[config.mk]
export PLATFORM = sky130hd
export DESIGN_NAME = rle_ascii_count_encoder
export DESIGN_NICKNAME = d
export VERILOG_FILES = /design/src/design/rle_pkg.sv /design/src/design/rle_front.sv /design/src/design/rle_queue.sv /design/src/design/rle_back.sv /design/src/design/rle_ascii_count_encoder.sv
export SDC_FILE = /design/constraint.sdc
export NUM_CORES = 1
export LEC_CHECK = 0
export ABC_AREA = 1
export ABC_CLOCK_PERIOD_IN_PS = 4950
export BUFFER_PORTS_ARGS = -buffer_cell sky130_fd_sc_hd__buf_2
export CORE_ASPECT_RATIO = 1.25
export CORE_MARGIN = 5
export CORE_UTILIZATION = 56
export CTS_CLUSTER_DIAMETER = 150
export DETAILED_ROUTE_END_ITERATION = 7
export PLACE_DENSITY = 0.75
export SYNTH_ARGS = -nofsm -noshare
export SYNTH_HDL_FRONTEND = slang
export SYNTH_SLANG_ARGS = --single-unit
export TNS_END_PERCENT = 100
[constraint.sdc]
create_clock -name clk -period 4.95 [get_ports clk]
set_clock_uncertainty 0.1 [all_clocks]
set_input_delay 0.99 -clock clk [delete_from_list [all_inputs] [get_ports clk]]
set_output_delay 0.99 -clock clk [all_outputs]
set_load 0.01 [all_outputs]
[src/design/rle_pkg.sv]
// ----------------------------------------------------------------------------
// rle_pkg
// Shared types and constants for the run-length encoder with decimal counts.
// ----------------------------------------------------------------------------
package rle_pkg;

  localparam int COUNT_DIGITS_DEF = 5;
  localparam int QUEUE_DEPTH_DEF  = 4;

  localparam logic [7:0] ASCII_ZERO = 8'h30;
  localparam logic [7:0] ASCII_NINE = 8'h39;
  localparam logic [7:0] ERR_BYTE   = 8'h00;

  typedef struct packed {
    logic [7:0] in_byte;
    logic       line_end;
  } in_item_t;

  typedef struct packed {
    logic [7:0] out_byte;
    logic       last_of_item;
    logic       line_done;
    logic       digit_error;
  } out_item_t;

endpackage

[src/design/rle_front.sv]
// ----------------------------------------------------------------------------
// rle_front
// Accepts line bytes, tracks the open run and its BCD length, and queues a
// request for each item that writes output.
// ----------------------------------------------------------------------------
module rle_front #(
  parameter int COUNT_DIGITS = rle_pkg::COUNT_DIGITS_DEF
) (
  input  logic                       clk,
  input  logic                       rst_n,
  input  logic                       in_valid,
  input  rle_pkg::in_item_t          in_data,
  output logic                       in_stall,
  input  logic                       q_full,
  output logic                       q_push,
  output logic [4*COUNT_DIGITS+19:0] q_push_data
);

  localparam int BCD_W = 4 * COUNT_DIGITS;

  typedef struct packed {
    logic             a_valid;
    logic [BCD_W-1:0] a_bcd;
    logic [7:0]       a_char;
    logic             b_valid;
    logic [7:0]       b_char;
    logic             err;
    logic             line_end;
  } entry_t;

  logic [7:0]       run_char_r, run_char_nxt;
  logic [BCD_W-1:0] run_bcd_r, run_bcd_nxt;
  logic             run_open_r, run_open_nxt;
  logic             failed_r, failed_nxt;

  logic [BCD_W-1:0] inc_bcd;
  logic [BCD_W-1:0] one_bcd;
  logic             inc_nines;
  logic [3:0]       dig;
  logic             carry;
  logic             accept;
  logic             is_digit;
  entry_t           ent;

  assign in_stall = q_full;
  assign accept   = in_valid && !in_stall;
  assign is_digit = (in_data.in_byte >= rle_pkg::ASCII_ZERO) &&
                    (in_data.in_byte <= rle_pkg::ASCII_NINE);
  assign one_bcd  = {{(BCD_W-1){1'b0}}, 1'b1};

  // decimal ripple increment of the run length
  always_comb begin
    carry   = 1'b1;
    inc_bcd = '0;
    dig     = '0;
    for (int i = 0; i < COUNT_DIGITS; i++) begin
      dig = run_bcd_r[4*i +: 4];
      if (carry && (dig >= 4'd9)) begin
        inc_bcd[4*i +: 4] = 4'd0;
      end else begin
        inc_bcd[4*i +: 4] = dig + {3'b000, carry};
        carry             = 1'b0;
      end
    end
  end

  assign inc_nines = (inc_bcd == {COUNT_DIGITS{4'h9}});

  always_comb begin
    ent          = '0;
    q_push       = 1'b0;
    run_char_nxt = run_char_r;
    run_bcd_nxt  = run_bcd_r;
    run_open_nxt = run_open_r;
    failed_nxt   = failed_r;
    ent.line_end = in_data.line_end;
    if (accept) begin
      if (failed_r || is_digit) begin
        ent.err      = 1'b1;
        q_push       = in_data.line_end;
        failed_nxt   = 1'b1;
        run_open_nxt = 1'b0;
        run_bcd_nxt  = '0;
      end else if (run_open_r && (in_data.in_byte == run_char_r)) begin
        // same byte: grow, flush at line end or at the top count
        ent.a_valid  = inc_nines || in_data.line_end;
        ent.a_bcd    = inc_bcd;
        ent.a_char   = run_char_r;
        q_push       = ent.a_valid;
        run_bcd_nxt  = ent.a_valid ? '0 : inc_bcd;
        run_open_nxt = !ent.a_valid;
      end else begin
        // new byte: close the old run, open a run of one (or emit it alone at line end)
        ent.a_valid  = run_open_r;
        ent.a_bcd    = run_bcd_r;
        ent.a_char   = run_char_r;
        ent.b_valid  = in_data.line_end;
        ent.b_char   = in_data.in_byte;
        q_push       = run_open_r || in_data.line_end;
        run_char_nxt = in_data.in_byte;
        run_bcd_nxt  = in_data.line_end ? '0 : one_bcd;
        run_open_nxt = !in_data.line_end;
      end
      if (in_data.line_end) begin
        run_char_nxt = '0;
        run_bcd_nxt  = '0;
        run_open_nxt = 1'b0;
        failed_nxt   = 1'b0;
      end
    end
  end

  assign q_push_data = ent;

  always_ff @(posedge clk) begin
    if (!rst_n) begin
      run_char_r <= '0;
      run_bcd_r  <= '0;
      run_open_r <= 1'b0;
      failed_r   <= 1'b0;
    end else begin
      run_char_r <= run_char_nxt;
      run_bcd_r  <= run_bcd_nxt;
      run_open_r <= run_open_nxt;
      failed_r   <= failed_nxt;
    end
  end

endmodule

[src/design/rle_queue.sv]
// ----------------------------------------------------------------------------
// rle_queue
// Small register FIFO of flush requests between the front and the back.
// ----------------------------------------------------------------------------
module rle_queue #(
  parameter int WIDTH = 40,
  parameter int DEPTH = rle_pkg::QUEUE_DEPTH_DEF
) (
  input  logic             clk,
  input  logic             rst_n,
  input  logic             push,
  input  logic [WIDTH-1:0] push_data,
  output logic             full,
  input  logic             pop,
  output logic [WIDTH-1:0] rd_data,
  output logic             not_empty
);

  localparam int PTR_W = (DEPTH > 1) ? $clog2(DEPTH) : 1;
  localparam int CNT_W = $clog2(DEPTH + 1);

  logic [WIDTH-1:0] mem_r [DEPTH];
  logic [PTR_W-1:0] wr_ptr_r, wr_ptr_nxt;
  logic [PTR_W-1:0] rd_ptr_r, rd_ptr_nxt;
  logic [CNT_W-1:0] count_r, count_nxt;
  logic             do_push, do_pop;

  assign full      = (count_r == CNT_W'(DEPTH));
  assign not_empty = (count_r != '0);
  assign do_push   = push && !full;
  assign do_pop    = pop && not_empty;
  assign rd_data   = mem_r[rd_ptr_r];

  always_comb begin
    wr_ptr_nxt = wr_ptr_r;
    rd_ptr_nxt = rd_ptr_r;
    count_nxt  = count_r;
    if (do_push) begin
      wr_ptr_nxt = (wr_ptr_r == PTR_W'(DEPTH - 1)) ? '0 : wr_ptr_r + 1'b1;
    end
    if (do_pop) begin
      rd_ptr_nxt = (rd_ptr_r == PTR_W'(DEPTH - 1)) ? '0 : rd_ptr_r + 1'b1;
    end
    if (do_push && !do_pop) begin
      count_nxt = count_r + 1'b1;
    end else if (do_pop && !do_push) begin
      count_nxt = count_r - 1'b1;
    end
  end

  always_ff @(posedge clk) begin
    if (do_push) begin
      mem_r[wr_ptr_r] <= push_data;
    end
  end

  always_ff @(posedge clk) begin
    if (!rst_n) begin
      wr_ptr_r <= '0;
      rd_ptr_r <= '0;
      count_r  <= '0;
    end else begin
      wr_ptr_r <= wr_ptr_nxt;
      rd_ptr_r <= rd_ptr_nxt;
      count_r  <= count_nxt;
    end
  end

endmodule

[src/design/rle_back.sv]
// ----------------------------------------------------------------------------
// rle_back
// Walks the head request one byte per cycle when unstalled: count digits,
// run byte, trailing single byte, or the error result, into a registered output.
// ----------------------------------------------------------------------------
module rle_back #(
  parameter int COUNT_DIGITS = rle_pkg::COUNT_DIGITS_DEF
) (
  input  logic                       clk,
  input  logic                       rst_n,
  input  logic                       q_not_empty,
  input  logic [4*COUNT_DIGITS+19:0] q_rd_data,
  output logic                       q_pop,
  output logic                       out_valid,
  input  logic                       out_stall,
  output rle_pkg::out_item_t         out_data
);

  localparam int BCD_W = 4 * COUNT_DIGITS;
  localparam int IDX_W = (COUNT_DIGITS > 1) ? $clog2(COUNT_DIGITS) : 1;

  localparam logic [2:0] PH_FRESH = 3'd0;
  localparam logic [2:0] PH_DIG   = 3'd1;
  localparam logic [2:0] PH_A     = 3'd2;
  localparam logic [2:0] PH_B     = 3'd3;
  localparam logic [2:0] PH_ERR   = 3'd4;

  typedef struct packed {
    logic             a_valid;
    logic [BCD_W-1:0] a_bcd;
    logic [7:0]       a_char;
    logic             b_valid;
    logic [7:0]       b_char;
    logic             err;
    logic             line_end;
  } entry_t;

  entry_t             head;
  logic [2:0]         phase_r, phase_nxt;
  logic [IDX_W-1:0]   idx_r, idx_nxt;
  logic               out_valid_r;
  rle_pkg::out_item_t out_data_r;
  rle_pkg::out_item_t emit;

  logic [IDX_W-1:0]   top;
  logic               multi;
  logic [2:0]         cur_ph;
  logic [IDX_W-1:0]   cur_idx;
  logic [3:0]         cur_dig;
  logic               adv;
  logic               done;

  assign head = q_rd_data;
  assign adv  = q_not_empty && (!out_valid_r || !out_stall);

  // highest nonzero count digit
  always_comb begin
    top = '0;
    for (int i = 0; i < COUNT_DIGITS; i++) begin
      if (head.a_bcd[4*i +: 4] != 4'd0) begin
        top = IDX_W'(i);
      end
    end
  end

  assign multi = (top != '0) || (head.a_bcd[3:0] > 4'd1);

  always_comb begin
    cur_idx = idx_r;
    cur_ph  = phase_r;
    if (phase_r == PH_FRESH) begin
      cur_idx = top;
      if (head.err) begin
        cur_ph = PH_ERR;
      end else if (head.a_valid) begin
        cur_ph = multi ? PH_DIG : PH_A;
      end else begin
        cur_ph = PH_B;
      end
    end
  end

  assign cur_dig = head.a_bcd[4*cur_idx +: 4];

  always_comb begin
    emit      = '0;
    done      = 1'b0;
    phase_nxt = phase_r;
    idx_nxt   = idx_r;
    case (cur_ph)
      PH_DIG: begin
        emit.out_byte = rle_pkg::ASCII_ZERO + {4'h0, cur_dig};
        phase_nxt     = (cur_idx == '0) ? PH_A : PH_DIG;
        idx_nxt       = cur_idx - 1'b1;
      end
      PH_A: begin
        emit.out_byte = head.a_char;
        done          = !head.b_valid;
        phase_nxt     = PH_B;
      end
      PH_B: begin
        emit.out_byte = head.b_char;
        done          = 1'b1;
      end
      PH_ERR: begin
        emit.out_byte    = rle_pkg::ERR_BYTE;
        emit.digit_error = 1'b1;
        done             = 1'b1;
      end
      default: begin
        emit.out_byte = rle_pkg::ERR_BYTE;
        done          = 1'b1;
      end
    endcase
    emit.last_of_item = done;
    emit.line_done    = done && head.line_end;
    if (done) begin
      phase_nxt = PH_FRESH;
    end
  end

  assign q_pop     = adv && done;
  assign out_valid = out_valid_r;
  assign out_data  = out_data_r;

  always_ff @(posedge clk) begin
    if (adv) begin
      out_data_r <= emit;
    end
  end

  always_ff @(posedge clk) begin
    if (!rst_n) begin
      phase_r     <= PH_FRESH;
      idx_r       <= '0;
      out_valid_r <= 1'b0;
    end else begin
      if (adv) begin
        phase_r     <= phase_nxt;
        idx_r       <= idx_nxt;
        out_valid_r <= 1'b1;
      end else if (!out_stall) begin
        out_valid_r <= 1'b0;
      end
    end
  end

endmodule

[src/design/rle_ascii_count_encoder.sv]
// ----------------------------------------------------------------------------
// rle_ascii_count_encoder
// Run-length encoder with ASCII decimal counts; one line byte per request.
// ----------------------------------------------------------------------------
// path: a taken request is queued, then the back registers its bytes on out_valid
// throughput: one input byte per cycle while the request queue has room
// output: one encoded byte per cycle while out_stall is low; a flush of k count
//   digits gives k+1 or k+2 output bytes, which the request queue absorbs
// reset: synchronous, clears the open run, the queue and the output valid flag
module rle_ascii_count_encoder #(
  parameter int COUNT_DIGITS = rle_pkg::COUNT_DIGITS_DEF,
  parameter int QUEUE_DEPTH  = rle_pkg::QUEUE_DEPTH_DEF
) (
  input  logic               clk,
  input  logic               rst_n,
  input  logic               in_valid,
  input  rle_pkg::in_item_t  in_data,
  output logic               in_stall,
  output logic               out_valid,
  input  logic               out_stall,
  output rle_pkg::out_item_t out_data
);

  localparam int ENT_W = 4 * COUNT_DIGITS + 20;

  logic             q_push, q_full, q_pop, q_not_empty;
  logic [ENT_W-1:0] q_push_data, q_rd_data;

  rle_front #(
    .COUNT_DIGITS(COUNT_DIGITS)
  ) u_front (
    .clk         (clk),
    .rst_n       (rst_n),
    .in_valid    (in_valid),
    .in_data     (in_data),
    .in_stall    (in_stall),
    .q_full      (q_full),
    .q_push      (q_push),
    .q_push_data (q_push_data)
  );

  rle_queue #(
    .WIDTH(ENT_W),
    .DEPTH(QUEUE_DEPTH)
  ) u_queue (
    .clk       (clk),
    .rst_n     (rst_n),
    .push      (q_push),
    .push_data (q_push_data),
    .full      (q_full),
    .pop       (q_pop),
    .rd_data   (q_rd_data),
    .not_empty (q_not_empty)
  );

  rle_back #(
    .COUNT_DIGITS(COUNT_DIGITS)
  ) u_back (
    .clk         (clk),
    .rst_n       (rst_n),
    .q_not_empty (q_not_empty),
    .q_rd_data   (q_rd_data),
    .q_pop       (q_pop),
    .out_valid   (out_valid),
    .out_stall   (out_stall),
    .out_data    (out_data)
  );

endmodule

# --- Word-level counts from Yosys, hierarchy flattened ---
# Memories as Yosys holds them, arrays and structs flattened. A register that Yosys moved wholly into a read port is not among the register bits.
# Index checks and enable logic that the tools add are counted.
word_totals:
  register_bits: 55
  ramBits: 160
  word_cells: 143
  memories: 1
op_classes:
  eq_ne: 12
  addsub: 11
  n_lt_le_gt_ge: 8
  n_mux: 54
  shifts: 1
  n_reduce_logical: 42
memory_table:
  columns: ["name", "words", "width", "rd", "rd_ports_with_merged_regs", "wr", "line", "text"]
  rows:
  - ["u_queue.mem_r", 4, 40, 1, 1, 1, "rle_queue.sv:22", "logic [WIDTH-1:0] mem_r [DEPTH];"]
ops:
  columns: ["cell", "count"]
  rows:
  - ["20-bit two-way mux", 4]
  - ["39-bit two-way mux", 1]
  - ["38-bit two-way mux", 1]
  - ["29-bit two-way mux", 1]
  - ["3-bit two-way mux", 8]
  - ["8-bit two-way mux", 3]
  - ["8-bit case mux with 3 select lines", 1]
  - ["20-bit equality test (second input constant)", 1]
  - ["4-bit >= comparator (second input constant)", 5]
  - ["4-bit two-way mux", 5]
  - ["20-bit by 6-bit indexed part select with 4-bit output", 1]
  - ["1-bit two-way mux", 19]
  - ["4-bit by 1-bit adder with 4-bit output", 4]
  - ["2-bit two-way mux", 8]
  - ["4-bit nonzero test", 4]
  - ["1-bit logical AND", 14]
  - ["9-bit two-way mux", 1]
  - ["3-bit nonzero test", 3]
  - ["8-bit equality test", 1]
  - ["8-bit by 6-bit >= comparator with 1-bit output (second input constant)", 1]
  - ["8-bit by 6-bit less-or-equal comparator with 1-bit output (second input constant)", 1]
  - ["1-bit zero test", 8]
  - ["6-bit by 4-bit adder with 7-bit output (first input constant)", 1]
  - ["3-bit by 2-bit equality test with 1-bit output (second input constant)", 2]
  - ["17 further kinds", 30]

# --- Depth between registers and ports, before layout ---
# Gate-level depths: netlist of the first run.
depth:
  ltp_word: 20
  mapped_depth: 29
  mapped_depth_nobuf: 29

# --- Modules after synthesis ---
# A second synthesis of the first run with hierarchy kept.
hier_totals:
  hier_cells: 1053
  hier_area_um2: 10354.9
by_module_without_submodules:
  columns: ["mod", "instances", "area_per_inst_um2", "cells_per_inst", "seq_area_each_um2"]
  rows:
  - ["rle_queue", 1, 6548.8, 458, 4984.8]
  - ["rle_front", 1, 2471.1, 406, 600.6]
  - ["rle_back", 1, 1335.0, 189, 450.4]

# --- Worst setup path after synthesis of the first run ---
# OpenSTA, ideal clock, no wires.
synth_path:
  path_type: "register -> register"
  startpoint: "register u_front.run_bcd_r[0]"
  endpoint: "memory u_queue.mem_r[0][0], enable pin"
  arrival_ns: 4.273
  slack_ns: 0.140
  synth_period_minus_slack_ns: 4.810
  path_stages_with_launch: 21
  setup_ns: 0.437
  n_path_buf: 0
  cell_sequence: "dfxtp_1 > inv_1 > ha_1 > nand3_2 > nand2_4 > clkinv_4 > nand3_4 > nor3_4 > nand2_4 > inv_1 > ha_1 > ha_1 > inv_1 > nand4_1 > nor3_1 > nand2_1 > nor2_1 > nand2_4 > nand3_1 > nand2_1 > nor2_1"
synth_via:
  elab_chain_cells: 18
  word_cells_on_any_way: 27
  classes_between: "5 x add/sub; 1 x order compare; 1 x eq/ne; 14 x mux; 6 x reduce/logical"
synth_rtl:
  columns: ["element", "line", "text"]
  rows:
  - ["start, declared", "rle_front.sv:32", "logic [BCD_W-1:0] run_bcd_r, run_bcd_nxt;"]
  - ["start signal, assigned", "rle_front.sv:123", "run_bcd_r <= run_bcd_nxt;"]
  - ["4-bit >= comparator", "rle_front.sv:58", "if (carry && (dig >= 4'd9)) begin"]
  - ["1-bit two-way mux", "rle_front.sv:58", null]
  - ["1-bit logical AND", "rle_front.sv:58", null]
  - ["1-bit two-way mux", "rle_front.sv:58", null]
  - ["1-bit logical AND", "rle_front.sv:58", null]
  - ["1-bit two-way mux", "rle_front.sv:58", null]
  - ["1-bit logical AND", "rle_front.sv:58", null]
  - ["1-bit two-way mux", "rle_front.sv:58", null]
  - ["(+2 left out)", null, null]
  - ["20-bit equality test *", "rle_front.sv:67", "assign inc_nines = (inc_bcd == {COUNT_DIGITS{4'h9}});"]
  - ["1-bit logical OR *", "rle_front.sv:86", "ent.a_valid = inc_nines || in_data.line_end;"]
  - ["1-bit two-way mux *", "rle_front.sv:84", "end else if (run_open_r && (in_data.in_byte == run_char_r)) begin"]
  - ["1-bit two-way mux *", "rle_front.sv:78", "if (failed_r || is_digit) begin"]
  - ["1-bit two-way mux *", "rle_front.sv:77", "if (accept) begin"]
  - ["1-bit logical AND *", "rle_queue.sv:30", "assign do_push = push && !full;"]
  - ["1-bit two-way mux *", "rle_queue.sv:52", "if (do_push) begin"]
  - ["1-bit two-way mux (implied by the code) *", "rle_queue.sv:53", "mem_r[wr_ptr_r] <= push_data;"]
  - ["end, declared", "rle_queue.sv:22", null]
# Every way passes the cells marked *; elsewhere a longest branch is shown, timed or not.

# --- Worst setup path after layout of the first run ---
layout_path:
  startpoint: "register u_front.run_bcd_r[0]"
  endpoint: "register u_queue.count_r[2]"
layout_via:
  elab_chain_cells: 19
  word_cells_on_any_way: 30
  classes_between: "5 x add/sub; 1 x order compare; 1 x eq/ne; 13 x mux; 10 x reduce/logical"
layout_rtl:
  columns: ["element", "line", "text"]
  rows:
  - ["4-bit >= comparator", "rle_front.sv:58", null]
  - ["1-bit two-way mux", "rle_front.sv:58", null]
  - ["1-bit logical AND", "rle_front.sv:58", null]
  - ["1-bit two-way mux", "rle_front.sv:58", null]
  - ["1-bit logical AND", "rle_front.sv:58", null]
  - ["1-bit two-way mux", "rle_front.sv:58", null]
  - ["1-bit logical AND", "rle_front.sv:58", null]
  - ["1-bit two-way mux", "rle_front.sv:58", null]
  - ["(+4 left out)", null, null]
  - ["1-bit two-way mux *", "rle_front.sv:84", null]
  - ["1-bit two-way mux *", "rle_front.sv:78", null]
  - ["1-bit two-way mux *", "rle_front.sv:77", null]
  - ["1-bit logical AND *", "rle_queue.sv:30", null]
  - ["net u_queue.do_push", "rle_queue.sv:26", "logic do_push, do_pop;"]
  - ["1-bit zero test", "rle_queue.sv:46", "end else if (do_pop && !do_push) begin"]
  - ["1-bit logical AND", "rle_queue.sv:46", null]
  - ["2-bit nonzero test (no source line)", null, null]
  - ["end signal, assigned", "rle_queue.sv:65", "count_r <= count_nxt;"]
  - ["end, declared", "rle_queue.sv:25", "logic [CNT_W-1:0] count_r, count_nxt;"]
# Mark *: on every way through the listed nets, which the timed path passes. The rest lies on a longest branch.
# A chain may end at the register's enable or synchronous reset.

==> summary.md, run 1 <==
| Metric | Value |
|---|---|
| Status | finished clean |
| Cell taking the most area after synthesis | edfxtp_1 |
| Final setup viols | 0 |
| Routed WL per cell | 15.89 um |
| Fin cells | 1,297 |
| Sequential area share after synthesis | roughly three fifths |
| Async SR Flop Fraction | 0% |
| Worst Path Required | 5.29 ns |
| Top cells by area in the synthesized netlist | edfxtp_1 51%, nand2_1 9.7%, dfxtp_1 9.0% |
| Predominant post-synthesis flop cell | edfxtp_1 |
| Hold_sp | u_back.idx_r[0] |
| Starting Density | a little under three fifths |
| Count of flip-flops with a built-in enable after synthesis | about 170 |
| Setup crit start kind | flip-flop |
| Maximum clock path buffer count | 3 |
| Worst Hold End | u_back.idx_r[0] |
| Crit path DAT | 4.73 ns |
| Slowest cell on the critical path | dfxtp_1 |
| Post-route DRC violation count | 0 |
| MaxCap Viol Count | 0 |
| Leakage Power | between 4 and 5 nW |
| Critical path peak fanout | 7 |
| Top-count cell post-synth | nand2_1 |
| Initial antenna violation count | 0 |
| # IOs | 26 |
| Diode count | 0 |
| Drt total wl | 20,610 um |
| Synthesis-stage register bit count | approximately 220 |
| Pwr/cell area | 485.7 nW/um^2 |
| Die width | about 130 um |
| Critical Path Max Stage Delay | 0.42 ns |
| Clk pin slew, worst setup/hold paths | 0.07 ns |
| Total congestion overflow | 0 |
| CTS resizes | 0 |
| Global-route wire length before repair | 33,200 um |
| # clock sinks | 216 |
| Most Used Layer, Global Route | met2 |
| Most frequent cells after synthesis | 257 x nand2_1, 171 x edfxtp_1, 103 x nor2_1 |
| Fin nets | 1,090 |
| Tot GR Track Use | 20.13% |
| Area Overhead vs Synth | 10.58% |
| Area share of the largest cell type after synthesis | 51.43% |
| Largest net degree at the start of global routing | 83 |
| Final period utilization | about nine tenths |
| Hold Vio Cnt, Final | 0 |
| Worst reg2reg path startpoint | u_front.run_bcd_r[0] |
| Placed Cells incl. Taps | about 1,300 |
| DRT Pass-1 Iters | 5 |
| DRT iter0 DRCs | 619 |
| Die area | 20,620 sq um |
| Yosys cell types | 45 |
| Vias in the first global route | about 6,600 |
| CTS Buf Count | 22 |
| Layout fillers | 1,392 |
| Syn nets | 1,067 |
| Worst reg2reg path depth | 28 |
| Slew Limit Fails | 0 |
| Hold Crit Depth | 2 |
| Met1 usage | around 28% |
| Antenna Nets Post-Route | 0 |
| CTS tree | built |
| DP Wirelength | 13,290 um |
| Relative slew slack | 43.52% |
| Core Area | between 15,000 and 20,000 sq um |
| Final Wtd Congestion | 0.8756 |
| Met2 Resource Use GR | 33.11% |
| Setup Fix Bufs, Post-CTS | 0 |
| Clock root buffer | clkbuf_16 |
| Nature of the critical path endpoint | flip-flop |
| Cell area after synthesis | between 9000 and 10,000 sq um |
| Routed via count | 7,056 |
| Number of I/O port buffers | 25 |
| Setup CP Type | reg2reg |
| Register-to-register setup slack | 0.56 ns |
| H-tree depth | 1 |
| Syn_area_per_cell | 9.656 sq um |
| Sum Neg Setup Slack | 0 ns |
| Synthesis Warnings | 0 |
| Worst-skew pair later-pin latency | 0.50 ns |
| Die Y | around 160 um |
| Least-Margin Pin Slew | 0.8471 ns |
| Worst min-delay path class | reg2reg |
| Post-synthesis cell count | 1,034 |
| Maximum vdd drop | 0.0003411 V |
| Layout cells sized above 1 | 11.46% |
| Fin crit period | roughly 4.4 ns |
| Fmax | 227.7 MHz |
| CTS Hold Bufs | 0 |
| Reg-to-reg critical path endpoint | u_queue.count_r[2] |
| Row count | 54 |
| M3 GR Usage | 2.785% |
| RSZ-0062 raised after global routing | no |
| Avg Vias per Cell | 5.440 |
==> flip-flops by register name, indices dropped and copies added, names as in the netlist, named ones only <==
register / flops
u_front.run_bcd_r: 20
u_queue.count_r: 3
u_queue.wr_ptr_r: 2
u_queue.rd_ptr_r: 2
u_front.run_open_r: 1
u_back.out_data: 11
u_queue.mem_r: 160
u_front.run_char_r: 8
u_back.out_valid: 1
u_back.phase_r: 2
u_front.failed_r: 1
u_back.idx_r: 3
==> cell usage in the layout (no fill, tap or decap), types with 7 or more instances in the layout <==
cell type and count:
inv_1 95, nor2_1 99, a21oi_2 10, ha_1 19, nand3_1 82, a21oi_1 51
buf_2 25, edfxtp_1 171, nor3_1 11, o22ai_1 14, o21ai_0 60, buf_4 16
dfxtp_1 44, nand2_1 257, nand4_1 8, clkbuf_1 7, clkbuf_16 23, nand2_2 13
==> metrics by stage <==
stage	worst slack (ns)	power [mW]	cell area, sq um	util [%]	hold WS, ns
after floorplan	0.1398	3.380	9985	-	0.3394
after global placement	0.7067	3.775	10340	59.09	0.3508
after detailed placement	0.5457	3.805	10340	59.09	0.3609
after CTS	0.5312	5.385	11040	63.09	0.3709
after global routing	0.1021	5.684	11040	63.09	0.3975
final	0.5574	5.362	11040	63.09	0.3648
==> kinds of logic after synthesis <==
| logic type | count (synthesis) | synth area share, % |
|---|---|---|
| adder cells (fa/ha/maj) | 20 | 2.581 |
| flip-flops | 216 | 60.45 |
| XOR/XNOR | 9 | 0.7894 |
| AND/OR/NAND/NOR | 495 | 21.59 |
| buffers and inverters | 145 | 6.165 |
| AO/OA/AOI/OAI | 149 | 8.421 |
==> worst max-delay path: cells and delay by family, from the launching register on <==
kind            cells  cell delay (ns)
flops               1             0.42
fa+ha+maj           5             1.08
xor+xnor            1             0.15
simple gates       15             1.89
buf+inv             5             0.50
compound gates      2             0.18
==> layout make-up <==
class	count	area, sq um	share of cell area (%)
clock buffer	31	615.6	5.576
multi-input combinational	673	3369	30.52
sequential	216	6037	54.68
tap	224	280.3	2.539
inverter	102	387.9	3.513
clock inverter	9	85.08	0.7706
timing repair buffer	42	265.3	2.403
==> worst max path at each step <==
stage                          from                  end  depth (start not counted)
4_1_cts        u_front.run_bcd_r[0]   u_queue.count_r[2]                         28
6_report       u_front.run_bcd_r[0]   u_queue.count_r[2]                         28
5_1_grt        u_front.run_bcd_r[0]   u_queue.count_r[2]                         28
3_3_place_gp   u_front.run_bcd_r[0]   u_queue.count_r[2]                         28
2_1_floorplan  u_front.run_bcd_r[0]  u_queue.mem_r[0][0]                         20
3_5_place_dp   u_front.run_bcd_r[0]   u_queue.count_r[2]                         28
==> power by group <==
| part | internal (mW) | leakage, nW | switching, mW | total [mW] |
|---|---|---|---|---|
| logic | 0.465 | 2.08 | 1.07 | 1.54 |
| registers | 2.18 | 2.06 | 0.0583 | 2.24 |
| clock network | 0.927 | 0.339 | 0.657 | 1.58 |
| total | 3.57 | 4.48 | 1.79 | 5.36 |
==> per-layer routing <==
layer / share of wire, % / up-vias
li1: - / 3529
met1: 43 / 3302
met2: 49 / 196
met3: 6.7 / 29
met4: 1.7 / 0
met5: 0 / -
Note: power is estimated with default switching activity, not from simulation.
==> run 2, diff against run 1 <==
--- a/config.mk
+++ b/config.mk
@@ -15,4 +15,5 @@
 export DETAILED_ROUTE_END_ITERATION = 7
 export PLACE_DENSITY = 0.75
+export SLEW_MARGIN = 20
 export SYNTH_ARGS = -nofsm -noshare
 export SYNTH_HDL_FRONTEND = slang
==> constraint.sdc (replaced) <==
create_clock -name clk -period 4.95 [get_ports clk]
set_clock_uncertainty 0.1 [all_clocks]
set_input_delay 0.7425 -clock clk [delete_from_list [all_inputs] [get_ports clk]]
set_output_delay 0.7425 -clock clk [all_outputs]
set_load 0.01 [all_outputs]
==> run 2 against run 1 <==
Compared with the run above:
- cell count stayed put
- worst hold slack better by 0.0036 ns
- non-clock buffer count is the same
- sequential share of layout area down 0.20 points
- setup slack better by 0.040 ns
- critical path depth unchanged
- design area grew 0.37%
- total power increased by 1.3%
- first-iteration DRC count shrank 5.0%
- die area is the same
- sequential power hardly changed
- register-to-register slack improved by 0.04 ns
- critical endpoint unchanged
- largest cell class unchanged
==> summary.md, run 2 (same netlist as run 1, synthesis figures left out) <==
| Metric | Value |
|---|---|
| Core Area | 17,500 sq um (unchanged) |
| Nature of the critical path endpoint | flip-flop (unchanged) |
| Worst Path Required | 5.29 ns (about the same) |
| Design Area, Final | 11,080 sq um (was 11,040 sq um) |
| CP most frequent cell | inv_1 |
| Die width | 129.4 um (unchanged) |
| Sw Ratio | 33.58% (was 33.37%) |
| CTS resizes | 0 (unchanged) |
| # clock sinks | 216 (unchanged) |
| Initial antenna violation count | 0 (unchanged) |
| Antenna Nets Post-Route | 0 (unchanged) |
| Tot GR Track Use | 20.87% (was 20.13%) |
| Leakage Power | 4.505 nW (was 4.479 nW) |
| Row count | 54 (unchanged) |
| Layout cells sized above 1 | 11.84% (was 11.46%) |
| DRT Pass-1 Iters | 5 (unchanged) |
| Met1 usage | 30.60% (was 28.44%) |
| Final Util | 63.33% (was 63.09%) |
| Psw | 1.824 mW (was 1.789 mW) |
| Fin crit period | 4.353 ns (was 4.393 ns) |
| Reg with most FFs | u_queue.mem_r (unchanged) |
| Post-route DRC violation count | 0 (unchanged) |
| Power share of the combinational group | 28.6% (was 28.7%) |
| Final period utilization | 87.94% (was 88.74%) |
| Reg-to-reg critical path endpoint | u_queue.count_r[2] (unchanged) |
| Final setup viols | 0 (unchanged) |
| Vias in the first global route | 6,781 (was 6,610) |
| CTS Buf Count | 22 (unchanged) |
| Sequential power share | 41.2% (was 41.8%) |
| Clock root buffer | clkbuf_16 (unchanged) |
| Drt total wl | 21,200 um (was 20,610 um) |
| Worst Hold End | u_back.idx_r[2] (was u_back.idx_r[0]) |
| Slew Limit Fails | 0 (unchanged) |
| Worst reg2reg path depth | 28 (unchanged) |
| Max FFs per register | 160 (unchanged) |
| CTS tree | built (unchanged) |
| Most frequent cells in the layout | 257 x nand2_1, 171 x edfxtp_1, 99 x nor2_1 (unchanged) |
| Number of I/O port buffers | 25 (unchanged) |
| Worst-skew pair later-pin latency | 0.51 ns (was 0.50 ns) |
| P_int | 3.607 mW (was 3.573 mW) |
| Hold Crit Depth | 2 (unchanged) |
| Most common cell after layout, fill and taps aside | nand2_1 (unchanged) |
| Critical path peak fanout | 7 (unchanged) |
| Relative slew slack | 43.11% (was 43.52%) |
| Global-route wire length before repair | 34,880 um (was 33,200 um) |
| Routed WL per cell | 16.34 um (was 15.89 um) |
| Place WS | 0.6035 ns (was 0.5457 ns) |
| DP Wirelength | 14,190 um (was 13,290 um) |
| Placement-stage cell area | 10,350 sq um (was 10,340 sq um) |
| Setup Fix Bufs, Post-CTS | 0 (unchanged) |
| Clk pin slew, worst setup/hold paths | 0.06 ns (was 0.07 ns) |
| Critical Path Max Stage Delay | 0.41 ns (was 0.42 ns) |
| Hold_sp | u_back.idx_r[2] (was u_back.idx_r[0]) |
| Final Wtd Congestion | 0.8527 (was 0.8756) |
| Starting Density | 57.06% (unchanged) |
| Pwr/cell area | 490.0 nW/um^2 (was 485.7 nW/um^2) |
| Die area | 20,620 sq um (unchanged) |
| Most Used Layer, Global Route | met2 (unchanged) |
| Slowest cell on the critical path | dfxtp_1 (unchanged) |
| Fmax | 229.7 MHz (was 227.7 MHz) |
| Setup CP Type | reg2reg (unchanged) |
| Maximum vdd drop | 0.0005551 V (was 0.0003411 V) |
| # IOs | 26 (unchanged) |
| MaxCap Viol Count | 0 (unchanged) |
| Power share of the clock group | 30.2% (was 29.5%) |
| Worst reg2reg path startpoint | u_front.run_bcd_r[0] (unchanged) |
| Hold Vio Cnt, Final | 0 (unchanged) |
| Least-Margin Pin Slew | 0.8523 ns (was 0.8471 ns) |
| Min setup slack post-route | 0.5970 ns (was 0.5574 ns) |
| Area Overhead vs Synth | 10.99% (was 10.58%) |
| Sum Neg Setup Slack | 0 ns (unchanged) |
| CTS Hold Bufs | 0 (unchanged) |
| Diode count | 0 (unchanged) |
| RSZ-0062 raised after global routing | no (unchanged) |
| Total congestion overflow | 0 (unchanged) |
| DRT iter0 DRCs | 588 (was 619) |
| Largest net degree at the start of global routing | 83 (unchanged) |
| H-tree depth | 1 (unchanged) |
| Family with the most delay on the worst path | simple AND/OR/NAND/NOR gates (unchanged) |
| Crit path DAT | 4.69 ns (was 4.73 ns) |
| Setup crit start kind | flip-flop (unchanged) |
| Maximum clock path buffer count | 3 (unchanged) |
| Die Y | 159.3 um (unchanged) |
| Register-to-register setup slack | 0.60 ns (was 0.56 ns) |
| WP buf/inv | 6 (was 5) |
| Status | finished clean (unchanged) |
| M3 GR Usage | 2.752% (was 2.785%) |
| Avg Vias per Cell | 5.499 (was 5.440) |
| Worst min-delay path class | reg2reg (unchanged) |
| Routed via count | 7,132 (was 7,056) |
| Met2 Resource Use GR | 33.00% (was 33.11%) |
| Fin nets | 1,090 (unchanged) |
## run 2: worst max-delay path by stage
stage / slack, ns / start / to / depth (start not counted)
final: 0.60 / u_front.run_bcd_r[0] / u_queue.count_r[2] / 28
after global routing: 0.19 / u_front.run_bcd_r[0] / u_queue.count_r[2] / 28
after CTS: 0.57 / u_front.run_bcd_r[0] / u_queue.count_r[2] / 28
after detailed placement: 0.60 / u_front.run_bcd_r[0] / u_queue.count_r[2] / 28
after global placement: 0.70 / u_front.run_bcd_r[0] / u_queue.count_r[2] / 28
after floorplan: 0.14 / u_front.run_bcd_r[0] / u_queue.mem_r[0][0] / 20
## run 2: power by group through the flow
stage	registers (mW)	logic [mW]	clock network [mW]
after floorplan	2.30	1.08	0
after global placement	2.27	1.52	0
after detailed placement	2.28	1.55	0
after CTS	2.24	1.56	1.67
after global routing	2.25	1.75	1.75
final	2.24	1.55	1.64
## run 2: stage by stage
| stage | std cells | power [mW] | hold WS [ns] |
|---|---|---|---|
| CTS | 1297 | 5.462 | 0.3684 |
| floorplan | 1034 | 3.380 | 0.3394 |
| finish | 1297 | 5.431 | 0.3684 |
| detailed placement | 1257 | 3.824 | 0.3563 |
| global route | 1297 | 5.756 | 0.3941 |
| global placement | 1257 | 3.789 | 0.3513 |
## run 2: tightest hold or removal path, cell delays in order (launching register included)
cell and delay (ns):
dfxtp_1 0.31, nand2_1 0.06, a21oi_1 0.05
## run 2: final cells by class
cell class / count / area (sq um)
fillers: 1357 / 6417
flip-flops and latches: 216 / 6037
multi-input cells: 673 / 3369
clock buffers: 26 / 585.6
inverters: 102 / 387.9
well taps: 224 / 280.3
repair buffers: 42 / 277.8
clock inverters: 14 / 143.9
## run 2: metal layers
layer	part of all wire [%]	vias up	wire length, um
li1	-	3530	-
met1	43	3351	9154
met5	0	-	0
met3	7.1	34	1511
met2	47	217	10060
met4	2.2	0	473
==> run 3, diff against run 2 <==
--- a/config.mk
+++ b/config.mk
@@ -9,5 +9,4 @@
 export ABC_CLOCK_PERIOD_IN_PS = 4950
 export BUFFER_PORTS_ARGS = -buffer_cell sky130_fd_sc_hd__buf_2
-export CORE_ASPECT_RATIO = 1.25
 export CORE_MARGIN = 5
 export CORE_UTILIZATION = 56
--- a/constraint.sdc
+++ b/constraint.sdc
@@ -3,3 +3,3 @@
 set_input_delay 0.7425 -clock clk [delete_from_list [all_inputs] [get_ports clk]]
 set_output_delay 0.7425 -clock clk [all_outputs]
-set_load 0.01 [all_outputs]
+set_load 0.02 [all_outputs]
==> run 3 against run 2 <==
Compared with the run above:
- critical endpoint unchanged
- global-route usage increased by 1.2 points
- critical path depth unchanged
- routed wire length increased by 3.6%
- via count increased by 1.7%
- setup slack got worse by 0.014 ns
==> summary.md, run 3 (same netlist as run 1, synthesis figures left out) <==
| Metric | Value |
|---|---|
| Largest net degree at the start of global routing | 83 (unchanged) |
| Initial antenna violation count | 0 (unchanged) |
| Total congestion overflow | 0 (unchanged) |
| Worst reg2reg path depth | 28 (unchanged) |
| Clk pin slew, worst setup/hold paths | 0.06 ns (about the same) |
| Final period utilization | 88.22% (was 87.94%) |
| Fin nets | 1,090 (unchanged) |
| Slew Limit Fails | 0 (unchanged) |
| DRT Pass-1 Iters | 5 (unchanged) |
| Worst-skew pair later-pin latency | 0.50 ns (was 0.51 ns) |
| Worst min-delay path class | reg2reg (unchanged) |
| CTS tree | built (unchanged) |
| Core Area | 17,420 sq um (was 17,500 sq um) |
| H-tree depth | 1 (unchanged) |
| Fmax | 229.0 MHz (was 229.7 MHz) |
| Most common cell after layout, fill and taps aside | nand2_1 (unchanged) |
| Most frequent cells in the layout | 257 x nand2_1, 171 x edfxtp_1, 99 x nor2_1 (unchanged) |
| Fin cells | 1,298 (was 1,297) |
| Area Overhead vs Synth | 10.83% (was 10.99%) |
| Critical Path End | u_queue.count_r[2] (unchanged) |
| Pwr/cell area | 494.7 nW/um^2 (was 490.0 nW/um^2) |
| Setup CP Type | reg2reg (unchanged) |
| Drt total wl | 21,950 um (was 21,200 um) |
| Setup crit start kind | flip-flop (unchanged) |
| Starting Density | 57.33% (was 57.06%) |
| DRT iter0 DRCs | 683 (was 588) |
| Nature of the critical path endpoint | flip-flop (unchanged) |
| Reg with most FFs | u_queue.mem_r (unchanged) |
| Least-Margin Pin Slew | 0.8844 ns (was 0.8523 ns) |
| Setup Fix Bufs, Post-CTS | 0 (unchanged) |
| Tot GR Track Use | 22.04% (was 20.87%) |
| Slowest cell on the critical path | dfxtp_1 (unchanged) |
| Critical path peak fanout | 7 (unchanged) |
| Maximum clock path buffer count | 3 (unchanged) |
| Row count | 48 (was 54) |
| RSZ-0062 raised after global routing | no (unchanged) |
| Routed WL per cell | 16.91 um (was 16.34 um) |
| Clock root buffer | clkbuf_16 (unchanged) |
| Global-route wire length before repair | 35,870 um (was 34,880 um) |
| # clock sinks | 216 (unchanged) |
| Number of I/O port buffers | 25 (unchanged) |
| Final Hold Slack | 0.3688 ns (was 0.3684 ns) |
| Leakage Power | 4.496 nW (was 4.505 nW) |
| Max FFs per register | 160 (unchanged) |
| Critical Path Max Stage Delay | 0.42 ns (was 0.41 ns) |
| Die area | 20,600 sq um (was 20,620 sq um) |
| MaxCap Viol Count | 0 (unchanged) |
| Hold Vio Cnt, Final | 0 (unchanged) |
| CTS Hold Bufs | 0 (unchanged) |
| Maximum vdd drop | 0.0003796 V (was 0.0005551 V) |
| # IOs | 26 (unchanged) |
| Die Y | 143.5 um (was 159.3 um) |
| Avg Vias per Cell | 5.586 (was 5.499) |
| DP Wirelength | 14,860 um (was 14,190 um) |
| Vias in the first global route | 6,793 (was 6,781) |
| Status | finished clean (unchanged) |
| Crit. Startpoint | u_front.run_bcd_r[0] (unchanged) |
| Layout fillers | 1,377 (was 1,357) |
| Placed Cells incl. Taps | 1,258 (was 1,257) |
| Sum Neg Setup Slack | 0 ns (unchanged) |
| Relative slew slack | 40.97% (was 43.11%) |
| Final setup viols | 0 (unchanged) |
| CTS resizes | 0 (unchanged) |
| Layout cells sized above 1 | 11.28% (was 11.84%) |
| Worst reg2reg path startpoint | u_front.run_bcd_r[0] (unchanged) |
| Routed via count | 7,251 (was 7,132) |
| Placement-stage cell area | 10,350 sq um (about the same) |
| Crit path DAT | 4.70 ns (was 4.69 ns) |
| Hold_sp | u_front.failed_r (was u_back.idx_r[2]) |
| Fin crit period | 4.367 ns (was 4.353 ns) |
| Design Area, Final | 11,070 sq um (was 11,080 sq um) |
| CTS Buf Count | 22 (unchanged) |
| Post-route DRC violation count | 0 (unchanged) |
| Worst Path Required | 5.29 ns (about the same) |
| Reg-to-reg critical path endpoint | u_queue.count_r[2] (unchanged) |
| Final Wtd Congestion | 0.8863 (was 0.8527) |
| Die width | 143.5 um (was 129.4 um) |
| Antenna Nets Post-Route | 0 (unchanged) |
| Register-to-register setup slack | 0.58 ns (was 0.60 ns) |
| Diode count | 0 (unchanged) |
==> run 3: worst min-delay path by stage <==
stage | to | slack [ns] | cells past startpoint
finish | u_front.failed_r | 0.37 | 2
global route | u_front.failed_r | 0.39 | 2
CTS | u_front.failed_r | 0.37 | 2
detailed placement | u_front.failed_r | 0.36 | 2
global placement | u_front.failed_r | 0.35 | 2
floorplan | u_front.failed_r | 0.34 | 2
==> run 3: metrics by stage <==
step	setup slack [ns]	util, %	power [mW]
finish	0.5831	63.53	5.474
global route	0.09005	63.53	5.810
CTS	0.5846	63.53	5.494
detailed placement	0.5999	59.45	3.874
global placement	0.7137	59.45	3.831
floorplan	0.1398	-	3.421
==> run 3: area by class of cell <==
type	count	area, sq um	share of cell area [%]
sequential	216	6037	54.56
multi-input combinational	673	3369	30.45
clock buffer	28	604.3	5.461
inverter	102	387.9	3.505
tap	225	281.5	2.544
timing repair buffer	42	277.8	2.510
clock inverter	12	107.6	0.9724
==> run 3: layer usage <==
layer	routed length, um	share of wire [%]	GRT usage [%]
met3	1968	9.0	2.696
met5	0	0	0
met2	9727	44	33.50
met4	383	1.7	4.311
met1	9873	45	34.56
==> run 3: power by group <==
group / internal [mW] / total, mW / switching [mW] / leakage (nW)
Clock: 0.967 / 1.63 / 0.664 / 0.352
Combinational: 0.469 / 1.60 / 1.13 / 2.08
Sequential: 2.18 / 2.24 / 0.0602 / 2.06
Total: 3.62 / 5.47 / 1.86 / 4.50
==> run 3: worst max-delay path: cells and delay by family (launching register included) <==
family                   cells  cell delay, ns
AO/OA/AOI/OAI                2            0.18
flip-flops                   1            0.42
AND/OR/NAND/NOR             15            1.89
XOR/XNOR                     1            0.15
buffers and inverters        5            0.51
adder cells (fa/ha/maj)      5            1.07
